## src/sv/oal_pkg.sv

```systemverilog
`timescale 1ns / 1ps

package oal_pkg;

    localparam int CAPACITY = 64;
    localparam int AW       = $clog2(CAPACITY);
    localparam int CW       = $clog2(CAPACITY + 1);
    localparam int DW       = 32;

    typedef enum logic [2:0] {
        K_INSERT = 3'd0,
        K_DELETE = 3'd1,
        K_GET    = 3'd2,
        K_PREV   = 3'd3,
        K_NEXT   = 3'd4,
        K_SORT   = 3'd5,
        K_CLEAR  = 3'd6,
        K_NONE   = 3'd7
    } t_kind;

    typedef enum logic [1:0] {
        S_OK    = 2'd0,
        S_RANGE = 2'd1,
        S_FULL  = 2'd2,
        S_RSVD  = 2'd3
    } t_status;

    typedef struct packed {
        logic [2:0]           kind;
        logic [CW-1:0]        position;
        logic signed [DW-1:0] value_in;
    } t_cmd;

    typedef struct packed {
        logic signed [DW-1:0] value_out;
        logic [1:0]           status;
        logic [CW-1:0]        count;
        logic                 is_empty;
    } t_result;

    typedef struct packed {
        logic          en;
        logic [AW-1:0] addr;
        logic [DW-1:0] data;
    } t_mem_wr;

endpackage

```

## src/sv/oal_store.sv

```systemverilog
`timescale 1ns / 1ps

module oal_store (
    input  logic                     i_clk,
    input  oal_pkg::t_mem_wr         i_wr,
    input  logic [oal_pkg::AW-1:0]   i_raddr,
    output logic [oal_pkg::DW-1:0]   o_rdata
);

    logic [oal_pkg::DW-1:0] r_mem [oal_pkg::CAPACITY];
    logic [oal_pkg::DW-1:0] r_rdata;

    always_ff @(posedge i_clk) begin
        if (i_wr.en) begin
            r_mem[i_wr.addr] <= i_wr.data;
        end
        r_rdata <= r_mem[i_raddr];
    end

    assign o_rdata = r_rdata;

endmodule

```

## src/sv/ordered_array_list_engine_core.sv

```systemverilog
`timescale 1ns / 1ps
// errors, clear and trivial sort go straight from accept to the result strobe; get/previous/next
// read the store once; insert shifts the elements at and above position up one slot, delete reads the element
// then shifts the rest down one slot, and sort runs passes of compares through one comparator
// one transaction at a time: busy stays high through the strobe cycle, a new start is taken next cycle
// list elements live in a single-port-write / registered-read store; each shift step is read then write
// synchronous active-low reset empties the list; the receiver cannot stall the result strobe

module ordered_array_list_engine_core (
    input  logic              i_clk,
    input  logic              i_rst_n,
    input  logic              start,
    output logic              busy,
    input  oal_pkg::t_cmd     i_cmd,
    output logic              o_valid,
    output oal_pkg::t_result  o_result
);

    localparam int AW = oal_pkg::AW;
    localparam int CW = oal_pkg::CW;
    localparam int DW = oal_pkg::DW;

    typedef enum logic [9:0] {
        ST_IDLE      = 10'b00_0000_0001,
        ST_FETCH     = 10'b00_0000_0010,
        ST_INS_RD    = 10'b00_0000_0100,
        ST_INS_WR    = 10'b00_0000_1000,
        ST_DEL_RD    = 10'b00_0001_0000,
        ST_DEL_WR    = 10'b00_0010_0000,
        ST_SORT_HEAD = 10'b00_0100_0000,
        ST_SORT_RD   = 10'b00_1000_0000,
        ST_SORT_CMP  = 10'b01_0000_0000,
        ST_DONE      = 10'b10_0000_0000
    } t_state;

    t_state            r_state, n_state;
    logic [CW-1:0]     r_count, n_count;
    logic [CW-1:0]     r_idx, n_idx;
    logic [CW-1:0]     r_end, n_end;
    logic [CW-1:0]     r_pos, n_pos;
    logic [2:0]        r_kind, n_kind;
    logic [DW-1:0]     r_val, n_val;
    logic [DW-1:0]     r_a, n_a;
    logic [DW-1:0]     r_value, n_value;
    oal_pkg::t_status  r_status, n_status;

    oal_pkg::t_mem_wr  mem_wr;
    logic [AW-1:0]     mem_raddr;
    logic [DW-1:0]     mem_rdata;
    logic              accept;
    logic              a_gt_b;
    logic [CW-1:0]     pos_m1;
    logic [CW-1:0]     pos_m2;
    logic [CW-1:0]     idx_m1;
    logic [CW-1:0]     idx_p1;

    oal_store u_store (
        .i_clk   (i_clk),
        .i_wr    (mem_wr),
        .i_raddr (mem_raddr),
        .o_rdata (mem_rdata)
    );

    assign accept = start && !busy;
    assign pos_m1 = i_cmd.position - CW'(1);
    assign pos_m2 = i_cmd.position - CW'(2);
    assign idx_m1 = r_idx - CW'(1);
    assign idx_p1 = r_idx + CW'(1);

    // the one shared compare unit, used by every sort compare step
    assign a_gt_b = $signed(r_a) > $signed(mem_rdata);

    always_comb begin
        n_state   = r_state;
        n_count   = r_count;
        n_idx     = r_idx;
        n_end     = r_end;
        n_pos     = r_pos;
        n_kind    = r_kind;
        n_val     = r_val;
        n_a       = r_a;
        n_value   = r_value;
        n_status  = r_status;
        mem_wr    = '0;
        mem_raddr = '0;

        case (r_state)
            ST_IDLE: begin
                if (accept) begin
                    n_kind   = i_cmd.kind;
                    n_pos    = i_cmd.position;
                    n_val    = i_cmd.value_in;
                    n_value  = '0;
                    n_status = oal_pkg::S_OK;
                    n_state  = ST_DONE;
                    case (oal_pkg::t_kind'(i_cmd.kind))
                        oal_pkg::K_INSERT: begin
                            if (i_cmd.position > r_count) begin
                                n_status = oal_pkg::S_RANGE;
                            end else if (r_count == CW'(oal_pkg::CAPACITY)) begin
                                n_status = oal_pkg::S_FULL;
                            end else begin
                                n_idx   = r_count;
                                n_state = ST_INS_RD;
                            end
                        end
                        oal_pkg::K_DELETE, oal_pkg::K_GET: begin
                            if (i_cmd.position == '0 || i_cmd.position > r_count) begin
                                n_status = oal_pkg::S_RANGE;
                            end else begin
                                mem_raddr = pos_m1[AW-1:0];
                                n_state   = ST_FETCH;
                            end
                        end
                        oal_pkg::K_PREV: begin
                            if (i_cmd.position < CW'(2) || i_cmd.position > r_count) begin
                                n_status = oal_pkg::S_RANGE;
                            end else begin
                                mem_raddr = pos_m2[AW-1:0];
                                n_state   = ST_FETCH;
                            end
                        end
                        oal_pkg::K_NEXT: begin
                            if (i_cmd.position == '0 || i_cmd.position >= r_count) begin
                                n_status = oal_pkg::S_RANGE;
                            end else begin
                                mem_raddr = i_cmd.position[AW-1:0];
                                n_state   = ST_FETCH;
                            end
                        end
                        oal_pkg::K_SORT: begin
                            if (r_count >= CW'(2)) begin
                                n_end   = r_count;
                                n_state = ST_SORT_HEAD;
                            end
                        end
                        oal_pkg::K_CLEAR: begin
                            n_count = '0;
                        end
                        default: begin
                        end
                    endcase
                end
            end
            ST_FETCH: begin
                n_value = mem_rdata;
                if (oal_pkg::t_kind'(r_kind) == oal_pkg::K_DELETE) begin
                    n_idx   = r_pos;
                    n_state = ST_DEL_RD;
                end else begin
                    n_state = ST_DONE;
                end
            end
            ST_INS_RD: begin
                if (r_idx == r_pos) begin
                    mem_wr.en   = 1'b1;
                    mem_wr.addr = r_pos[AW-1:0];
                    mem_wr.data = r_val;
                    n_count     = r_count + CW'(1);
                    n_state     = ST_DONE;
                end else begin
                    mem_raddr = idx_m1[AW-1:0];
                    n_state   = ST_INS_WR;
                end
            end
            ST_INS_WR: begin
                mem_wr.en   = 1'b1;
                mem_wr.addr = r_idx[AW-1:0];
                mem_wr.data = mem_rdata;
                n_idx       = idx_m1;
                n_state     = ST_INS_RD;
            end
            ST_DEL_RD: begin
                if (r_idx == r_count) begin
                    n_count = r_count - CW'(1);
                    n_state = ST_DONE;
                end else begin
                    mem_raddr = r_idx[AW-1:0];
                    n_state   = ST_DEL_WR;
                end
            end
            ST_DEL_WR: begin
                mem_wr.en   = 1'b1;
                mem_wr.addr = idx_m1[AW-1:0];
                mem_wr.data = mem_rdata;
                n_idx       = idx_p1;
                n_state     = ST_DEL_RD;
            end
            ST_SORT_HEAD: begin
                // mem_rdata holds the first element; it is carried as the running max
                n_a     = mem_rdata;
                n_idx   = '0;
                n_state = ST_SORT_RD;
            end
            ST_SORT_RD: begin
                if (idx_p1 == r_end) begin
                    // end of a pass: the carried max lands in the last slot
                    mem_wr.en   = 1'b1;
                    mem_wr.addr = r_idx[AW-1:0];
                    mem_wr.data = r_a;
                    n_end       = r_end - CW'(1);
                    if (r_end == CW'(2)) begin
                        n_state = ST_DONE;
                    end else begin
                        n_state = ST_SORT_HEAD;
                    end
                end else begin
                    mem_raddr = idx_p1[AW-1:0];
                    n_state   = ST_SORT_CMP;
                end
            end
            ST_SORT_CMP: begin
                mem_wr.en   = 1'b1;
                mem_wr.addr = r_idx[AW-1:0];
                mem_wr.data = a_gt_b ? mem_rdata : r_a;
                n_a         = a_gt_b ? r_a : mem_rdata;
                n_idx       = idx_p1;
                n_state     = ST_SORT_RD;
            end
            ST_DONE: begin
                n_state = ST_IDLE;
            end
            default: begin
                n_state = ST_IDLE;
            end
        endcase
    end

    always_ff @(posedge i_clk) begin
        if (!i_rst_n) begin
            r_state <= ST_IDLE;
            r_count <= '0;
        end else begin
            r_state <= n_state;
            r_count <= n_count;
        end
    end

    always_ff @(posedge i_clk) begin
        r_idx    <= n_idx;
        r_end    <= n_end;
        r_pos    <= n_pos;
        r_kind   <= n_kind;
        r_val    <= n_val;
        r_a      <= n_a;
        r_value  <= n_value;
        r_status <= n_status;
    end

    assign busy               = (r_state != ST_IDLE);
    assign o_valid            = (r_state == ST_DONE);
    assign o_result.value_out = r_value;
    assign o_result.status    = r_status;
    assign o_result.count     = r_count;
    assign o_result.is_empty  = (r_count == '0);

`ifndef SYNTH
    a_count_bound: assert property (@(posedge i_clk) disable iff (!i_rst_n)
        o_valid |-> (o_result.count <= CW'(oal_pkg::CAPACITY)))
        else $error("list length beyond capacity");

    a_fail_zero: assert property (@(posedge i_clk) disable iff (!i_rst_n)
        (o_valid && o_result.status != oal_pkg::S_OK) |-> (o_result.value_out == '0))
        else $error("failed transaction returned a value");

    a_accept_busy: assert property (@(posedge i_clk) disable iff (!i_rst_n)
        (start && !busy) |=> busy)
        else $error("accepted transaction did not raise busy");

    a_done_idle: assert property (@(posedge i_clk) disable iff (!i_rst_n)
        o_valid |=> !busy)
        else $error("engine not idle after result");

    a_no_write_idle: assert property (@(posedge i_clk) disable iff (!i_rst_n)
        (r_state == ST_IDLE || r_state == ST_DONE) |-> !mem_wr.en)
        else $error("store written outside an operation");
`endif

endmodule

```

## config.mk

```make
export PLATFORM = sky130hd
export DESIGN_NAME = ordered_array_list_engine_core
export DESIGN_NICKNAME = d
export VERILOG_FILES = /design/src/sv/oal_pkg.sv /design/src/sv/oal_store.sv /design/src/sv/ordered_array_list_engine_core.sv
export SDC_FILE = /design/constraint.sdc
export NUM_CORES = 2
export LEC_CHECK = 0
export BUFFER_PORTS_ARGS = -buffer_cell sky130_fd_sc_hd__buf_2
export CAP_MARGIN = 20
export CORE_MARGIN = 4
export CORE_UTILIZATION = 45
export DETAILED_ROUTE_END_ITERATION = 8
export PLACE_DENSITY = 0.71
export SLEW_MARGIN = 20
export SYNTH_ARGS = -nofsm -noshare
export SYNTH_HDL_FRONTEND = slang
export SYNTH_SLANG_ARGS = --single-unit
```

## constraint.sdc

```tcl
create_clock -name i_clk -period 6.9 [get_ports i_clk]
set_clock_uncertainty 0.2 [all_clocks]
set_input_delay 0.69 -clock i_clk [delete_from_list [all_inputs] [get_ports i_clk]]
set_output_delay 0.69 -clock i_clk [all_outputs]
set_load 0.1 [all_outputs]
```

=== After elaboration in Yosys (flattened, before gate mapping) ===
Memories as Yosys holds them, arrays and structs flattened. A register that Yosys moved wholly into a read port is not among the register bits.
Index checks and enable logic that the tools add are counted.

* Order comparisons: 5
* Add/sub/neg operators: 7
* Multiplexer cells: 55
* Reductions and logical operators: 22
* Equal/unequal tests: 35

{| class="wikitable"
|+ Operators by type and width
! cell !! number
|-
| 39-bit one-hot mux with 5 select lines || 1
|-
| 32-bit one-hot mux with 2 select lines || 2
|-
| 10-bit two-way mux || 12
|-
| 32-bit two-way mux || 3
|-
| 7-bit two-way mux || 13
|-
| 10-bit one-hot mux with 8 select lines || 1
|-
| 39-bit two-way mux || 2
|-
| 10-bit one-hot mux with 5 select lines || 1
|-
| 6-bit two-way mux || 7
|-
| 7-bit one-hot mux with 5 select lines || 1
|-
| 32-bit > comparator || 1
|-
| 6-bit one-hot mux with 4 select lines || 1
|-
| 7-bit == test || 3
|-
| 7-bit one-hot mux with 3 select lines || 1
|-
| 7-bit by 1-bit subtractor with 7-bit output (second input constant) || 3
|-
| 2-bit != test (second input constant) || 9
|-
| 6-bit one-hot mux with 3 select lines || 1
|-
| 7-bit by 1-bit adder with 7-bit output (second input constant) || 2
|-
| 7-bit zero test || 2
|-
| 7-bit one-hot mux with 2 select lines || 1
|-
| 10-bit by 1-bit == test with 1-bit output (second input constant) || 1
|-
| 10-bit == test (second input constant) || 1
|-
| 10-bit by 2-bit == test with 1-bit output (second input constant) || 1
|-
| 10-bit by 3-bit == test with 1-bit output (second input constant) || 1
|-
| 33 further kinds || 53
|}

* Memories kept: 1
* Flip-flop bits (word level): 139
* Logic and storage cells: 135
* RAM bits: 2,048
* Output and inout bits: 44

{| class="wikitable"
|+ Memories
! memory !! words !! width !! rd ports !! clocked after memory_dff !! wr ports !! line !! RTL
|-
| u_store.r_mem || 64 || 32 || 1 || 1 || 1 || oal_store.sv:10 || <nowiki>logic [oal_pkg::DW-1:0] r_mem [oal_pkg::CAPACITY];</nowiki>
|}

=== Longest topological paths before layout ===
* Depth in word-level cells: 6
* Depth in mapped cells: 21
* Mapped depth without buffers: 13

=== By module ===
From an unflattened synthesis, not the netlist that was laid out.

* Cells, all modules: 4,089
* Area total of the unflattened synthesis: 86,835.8 sq um

{| class="wikitable"
|+ By module, submodules not included
! module !! cells an instance !! times used !! area each (sq um)
|-
| oal_store || 3,324 || 1 || 78,515.3
|-
| ordered_array_list_engine_core || 765 || 1 || 8,320.5
|}

=== Worst setup path after synthesis ===
No wires, ideal clock.

* Path type: register -> register
* Start point: reg r_idx[0]
* End point: mem u_store.r_mem[38][0] (netlist bit), enable pin
* Data arrival time: 4,531 ps
* Path slack: 1,748 ps
* Cell stages (with the launch flop): 17
* Period minus slack after synthesis: 5,152 ps
* Data required time: 6,279 ps
* Buffers on the path: 4
* Path through: edfxtp_1 > buf_2 > buf_4 > inv_1 > ha_1 > clkbuf_1 > xor2_1 > a311oi_1 > o2111ai_1 > nor4_2 > buf_2 > nand2_1 > nand3_1 > o21ai_0 > o211ai_1 > nand2_1 > nor2_1

* Word-level cells in the longest chain between the ends: 6

{| class="wikitable"
|+ Ends and longest elaborated chain
! what !! line !! RTL
|-
| start, declared || ordered_array_list_engine_core.sv:38 || <nowiki>logic [CW-1:0] r_idx, n_idx;</nowiki>
|-
| start signal, assigned || ordered_array_list_engine_core.sv:240 || <nowiki>r_idx <= n_idx;</nowiki>
|-
| 7-bit by 1-bit adder with 7-bit output || ordered_array_list_engine_core.sv:68 || <nowiki>assign idx_p1 = r_idx + CW'(1);</nowiki>
|-
| 7-bit == test || ordered_array_list_engine_core.sv:196 || <nowiki>if (idx_p1 == r_end) begin</nowiki>
|-
| 39-bit two-way mux || ordered_array_list_engine_core.sv:196 ||
|-
| 39-bit one-hot mux with 5 select lines * || ordered_array_list_engine_core.sv:87 || <nowiki>case (r_state)</nowiki>
|-
| 1-bit two-way mux || oal_store.sv:14 || <nowiki>if (i_wr.en) begin</nowiki>
|-
| 1-bit two-way mux (not written as such) || oal_store.sv:15 || <nowiki>r_mem[i_wr.addr] <= i_wr.data;</nowiki>
|-
| end, declared || oal_store.sv:10 ||
|}

Every way passes the cells marked *; elsewhere a longest branch is shown, timed or not.

=== Worst setup path after layout ===
* Start point: reg r_idx[0]
* End point: reg u_store.r_rdata, in the netlist u_store.o_rdata[4], read port of u_store.r_mem

* Word-level cells in the longest chain between the ends: 4

{| class="wikitable"
|+ Ends and longest elaborated chain
! what !! line !! RTL
|-
| 7-bit by 1-bit adder with 7-bit output || ordered_array_list_engine_core.sv:68 ||
|-
| 7-bit == test || ordered_array_list_engine_core.sv:196 ||
|-
| 6-bit two-way mux || ordered_array_list_engine_core.sv:196 ||
|-
| 6-bit one-hot mux with 4 select lines * || ordered_array_list_engine_core.sv:87 ||
|-
| end, declared || oal_store.sv:11 || <nowiki>logic [oal_pkg::DW-1:0] r_rdata;</nowiki>
|}

Marked as above.
A chain may end at the register's enable or synchronous reset.

==> impl_metrics.py <==
metrics = {
    "run_status": {
        "status": "finished, final reports clean",
    },
    "logic_synthesis": {
        "synth_top_area_share_pct": 73.46,
        "ys_seq_elements": 2219,
        "avgSynthCellArea_um2": 14.82,
        "synth_edf_count": 2170,
        "async_reset_ff_share_pct": 0,
        "synth_warnings": 0,
        "netlist_instances": 5985,
        "syn-num-nets": 6082,
        "yosysSeqAreaShare_pct": 74.56,
        "synthDistinctLibCells": 88,
        "yosysTopAreaCell": "edfxtp_1",
        "ys_top_cells_by_area": "edfxtp_1 (73%), nand2_1 (5.1%), mux4_2 (3.4%), nand3_1 (2.5%), mux2i_1 (1.4%)",
        "ys.flop_type": "edfxtp_1",
        "netlist_area_mm2": 0.08871,
    },
    "critical_path": {
        "start_kind": "flip-flop",
        "arrival_ps": 6730,
        "cp_slowest_stage_delay_ps": 730,
        "worstSetupPathType": "reg2reg",
        "crit_path_frequent_cell": "and3_1",
        "slowest_stage": "nand4_1",
        "cp-end-kind": "flip-flop",
        "crit_chain": "buf_4, ha_1, and3_1, and3_1, o2111ai_1, or4_1, a211oi_1, nand2_4, nand3_1, nor2_1, a22oi_1, nand4_1, or3_1",
        "critPathRequiredTime_ps": 7450,
        "path_max_fanout": 17,
        "path_buf_inv": 1,
        "path_delay_family": "simple AND/OR/NAND/NOR gates",
    },
    "flow_run": {
        "drv_cap": 0,
    },
    "sta": {
        "layout_min_cycle_time_ps": 6176,
        "timing.final.crit_share_pct": 89.51,
        "max_freq_mhz": 161.9,
        "hold_viol": 0,
        "relSlewSlack_pct": 11.85,
        "drv_slew": 0,
        "setup_viol": 0,
        "rsz0062_at_grt": "false",
        "worst_slack_ps": 723.6,
        "tns_ps": 0,
        "worstMarginPinSlew_ps": 1316,
    },
    "global_route": {
        "grt_pass1_vias": 54840,
        "grt_pass1_wl_um": 393100,
        "gr-total-overflow": 0,
        "antenna_found_initial": 32,
        "grt_start_max_net_pins": 133,
        "grt_use_total_pct": 26.56,
    },
    "placed_design": {
        "dp_hpwl_um": 171100,
        "detailedPlace.worstSlack_ps": 860.5,
        "dp.cells": 8654,
        "place_congestion": 0.9478,
        "placed_cell_area_mm2": 0.09455,
        "port_buffers": 88,
    },
    "cells_and_area": {
        "drive_gt1_share_pct": 15.14,
        "nNetsFinal": 6383,
        "final-instance-count-excl-fill": 9127,
        "area_growth_pct": 14.92,
        "fin_area_mm2": 0.1019,
        "nFillCells": 15500,
    },
    "floorplanning": {
        "die_area_mm2": 0.2043,
        "fp-row-count": 162,
        "die_y_um": 452.0,
        "start_util_pct": 45.40,
        "die_w_um": 452.0,
        "io_pins": 89,
        "core_mm2": 0.1954,
    },
    "clock_tree": {
        "clock_latency_ps": 870,
        "cts_max_path_buffers": 3,
        "clk_pin_slew_ps": 60,
        "cts_num_sinks": 2219,
        "h-tree-depth": 4,
        "cts-root-buf": "clkbuf_16",
        "cts_resized": 0,
        "cts_buffers": 211,
        "cts_tree": "built",
    },
    "worst_hold_path": {
        "hp-class": "in2reg",
    },
    "power": {
        "ir_drop_mv": 0.2885,
        "power.total_mw": 27.18,
        "power_density_mw_per_mm2": 266.6,
        "power.leakage_nw": 30.94,
    },
    "drt": {
        "ant_nets": 0,
        "drc": 0,
        "dr.pass1.iters": 6,
        "drtIter0Drc": 9735,
        "viasPerCell": 6.327,
        "wl_um": 277100,
        "detailroute.via_count": 57750,
        "wl_per_cell_um": 30.36,
    },
}
[sequential cells by signal (all words and copies together) (netlist names)]
signal and cells:
r_kind 3, r_end 7, r_state 10, u_store.r_mem 2048
r_value 32, r_val 32, r_idx 7, r_a 32
r_pos 7, u_store.o_rdata 32, r_status 2, r_count 7
[path summary, 6_finish.rpt]
check,slack (ps),end,cells past startpoint,start
setup / recovery,720,u_store.o_rdata[4],13,r_idx[0]
hold reg to reg,320,r_a[18],0,u_store.o_rdata[18]
hold / removal,230,r_state[7],3,start
setup reg to reg,720,u_store.o_rdata[4],13,r_idx[0]
[Yosys cell counts (all sizes together), types with 9 or more instances]
cell	instances
mux4	143
and2	23
a21o	14
nand3	437
a22oi	59
and3	130
or3	20
nand2b	9
nor2b	16
dfxtp	49
or4	19
o21ai	71
nand2	1216
o221ai	13
clkbuf	188
a32oi	38
buf	168
nor2	208
o2111ai	10
o211ai	21
nor3	30
a221oi	43
mux2i	124
a211oi	70
inv	57
edfxtp	2170
a31oi	151
o22ai	59
nand4	56
xnor2	15
nor4	20
a21oi	124
a311oi	30
ha	51
xor2	26
[tightest hold or removal path, stage by stage]
cell	delay, ps
buf_2	140
o21ai_0	240
a21oi_1	170
[logic make-up after synthesis]
logic type / share of synthesized area, %
adders and majority gates: 0.7419
xor gates and xnor gates: 0.4048
muxes: 5.157
DFF: 74.56
buffers and inverters: 2.040
and+or+nand+nor: 11.03
AOI/OAI and AO/OA: 6.065
[through the flow]
| step | util (%) | hold slack (ps) |
|---|---|---|
| after floorplan | - | 223.8 |
| after global placement | 48.35 | 300.2 |
| after detailed placement | 48.39 | 305.7 |
| after CTS | 52.12 | 176.7 |
| after global routing | 52.16 | 220.3 |
| final | 52.17 | 227.2 |
[layout make-up]
class	count	area [um^2]	area share, %
sequential	2219	66140	64.88
multi-input combinational	3352	21600	21.19
clock inverter	116	1131	1.109
timing repair buffer	444	3750	3.678
antenna	37	92.59	0.09082
clock buffer	277	5731	5.621
inverter	58	217.7	0.2135
tap	2624	3283	3.220
[layer usage]
metal | up-vias | part of all wire [%] | global-route usage (%)
met5 | - | 0.042 | 0
met4 | 18 | 7.0 | 16.33
met3 | 763 | 14 | 7.232
met2 | 4388 | 44 | 39.59
met1 | 28920 | 35 | 34.82
li1 | 23660 | - | -
[power breakdown]
part / internal (mW) / switching (mW)
combinational: 0.273 / 0.730
sequential: 14.6 / 0.0717
clock: 6.46 / 5.00
[placed cells by master (no fill, tap or decap), types with 66 or more instances in the layout]
master,count
buf_2,88
a21oi_1,120
nand2_1,1212
a211oi_1,70
o21ai_0,70
nor2_1,136
mux4_2,134
clkbuf_16,213
buf_4,270
a31oi_1,147
mux2i_1,124
nor2_4,66
edfxtp_1,2170
and3_1,130
nand3_1,407
[what timing repair did]
action / 4_1_cts / 5_1_grt
buffers inserted: 0 / 0
hold endpoints to repair: 51 / 0
hold buffers: 43 / 0
setup endpoints to repair: 0 / 0
Note: power is estimated with default switching activity, not from simulation.
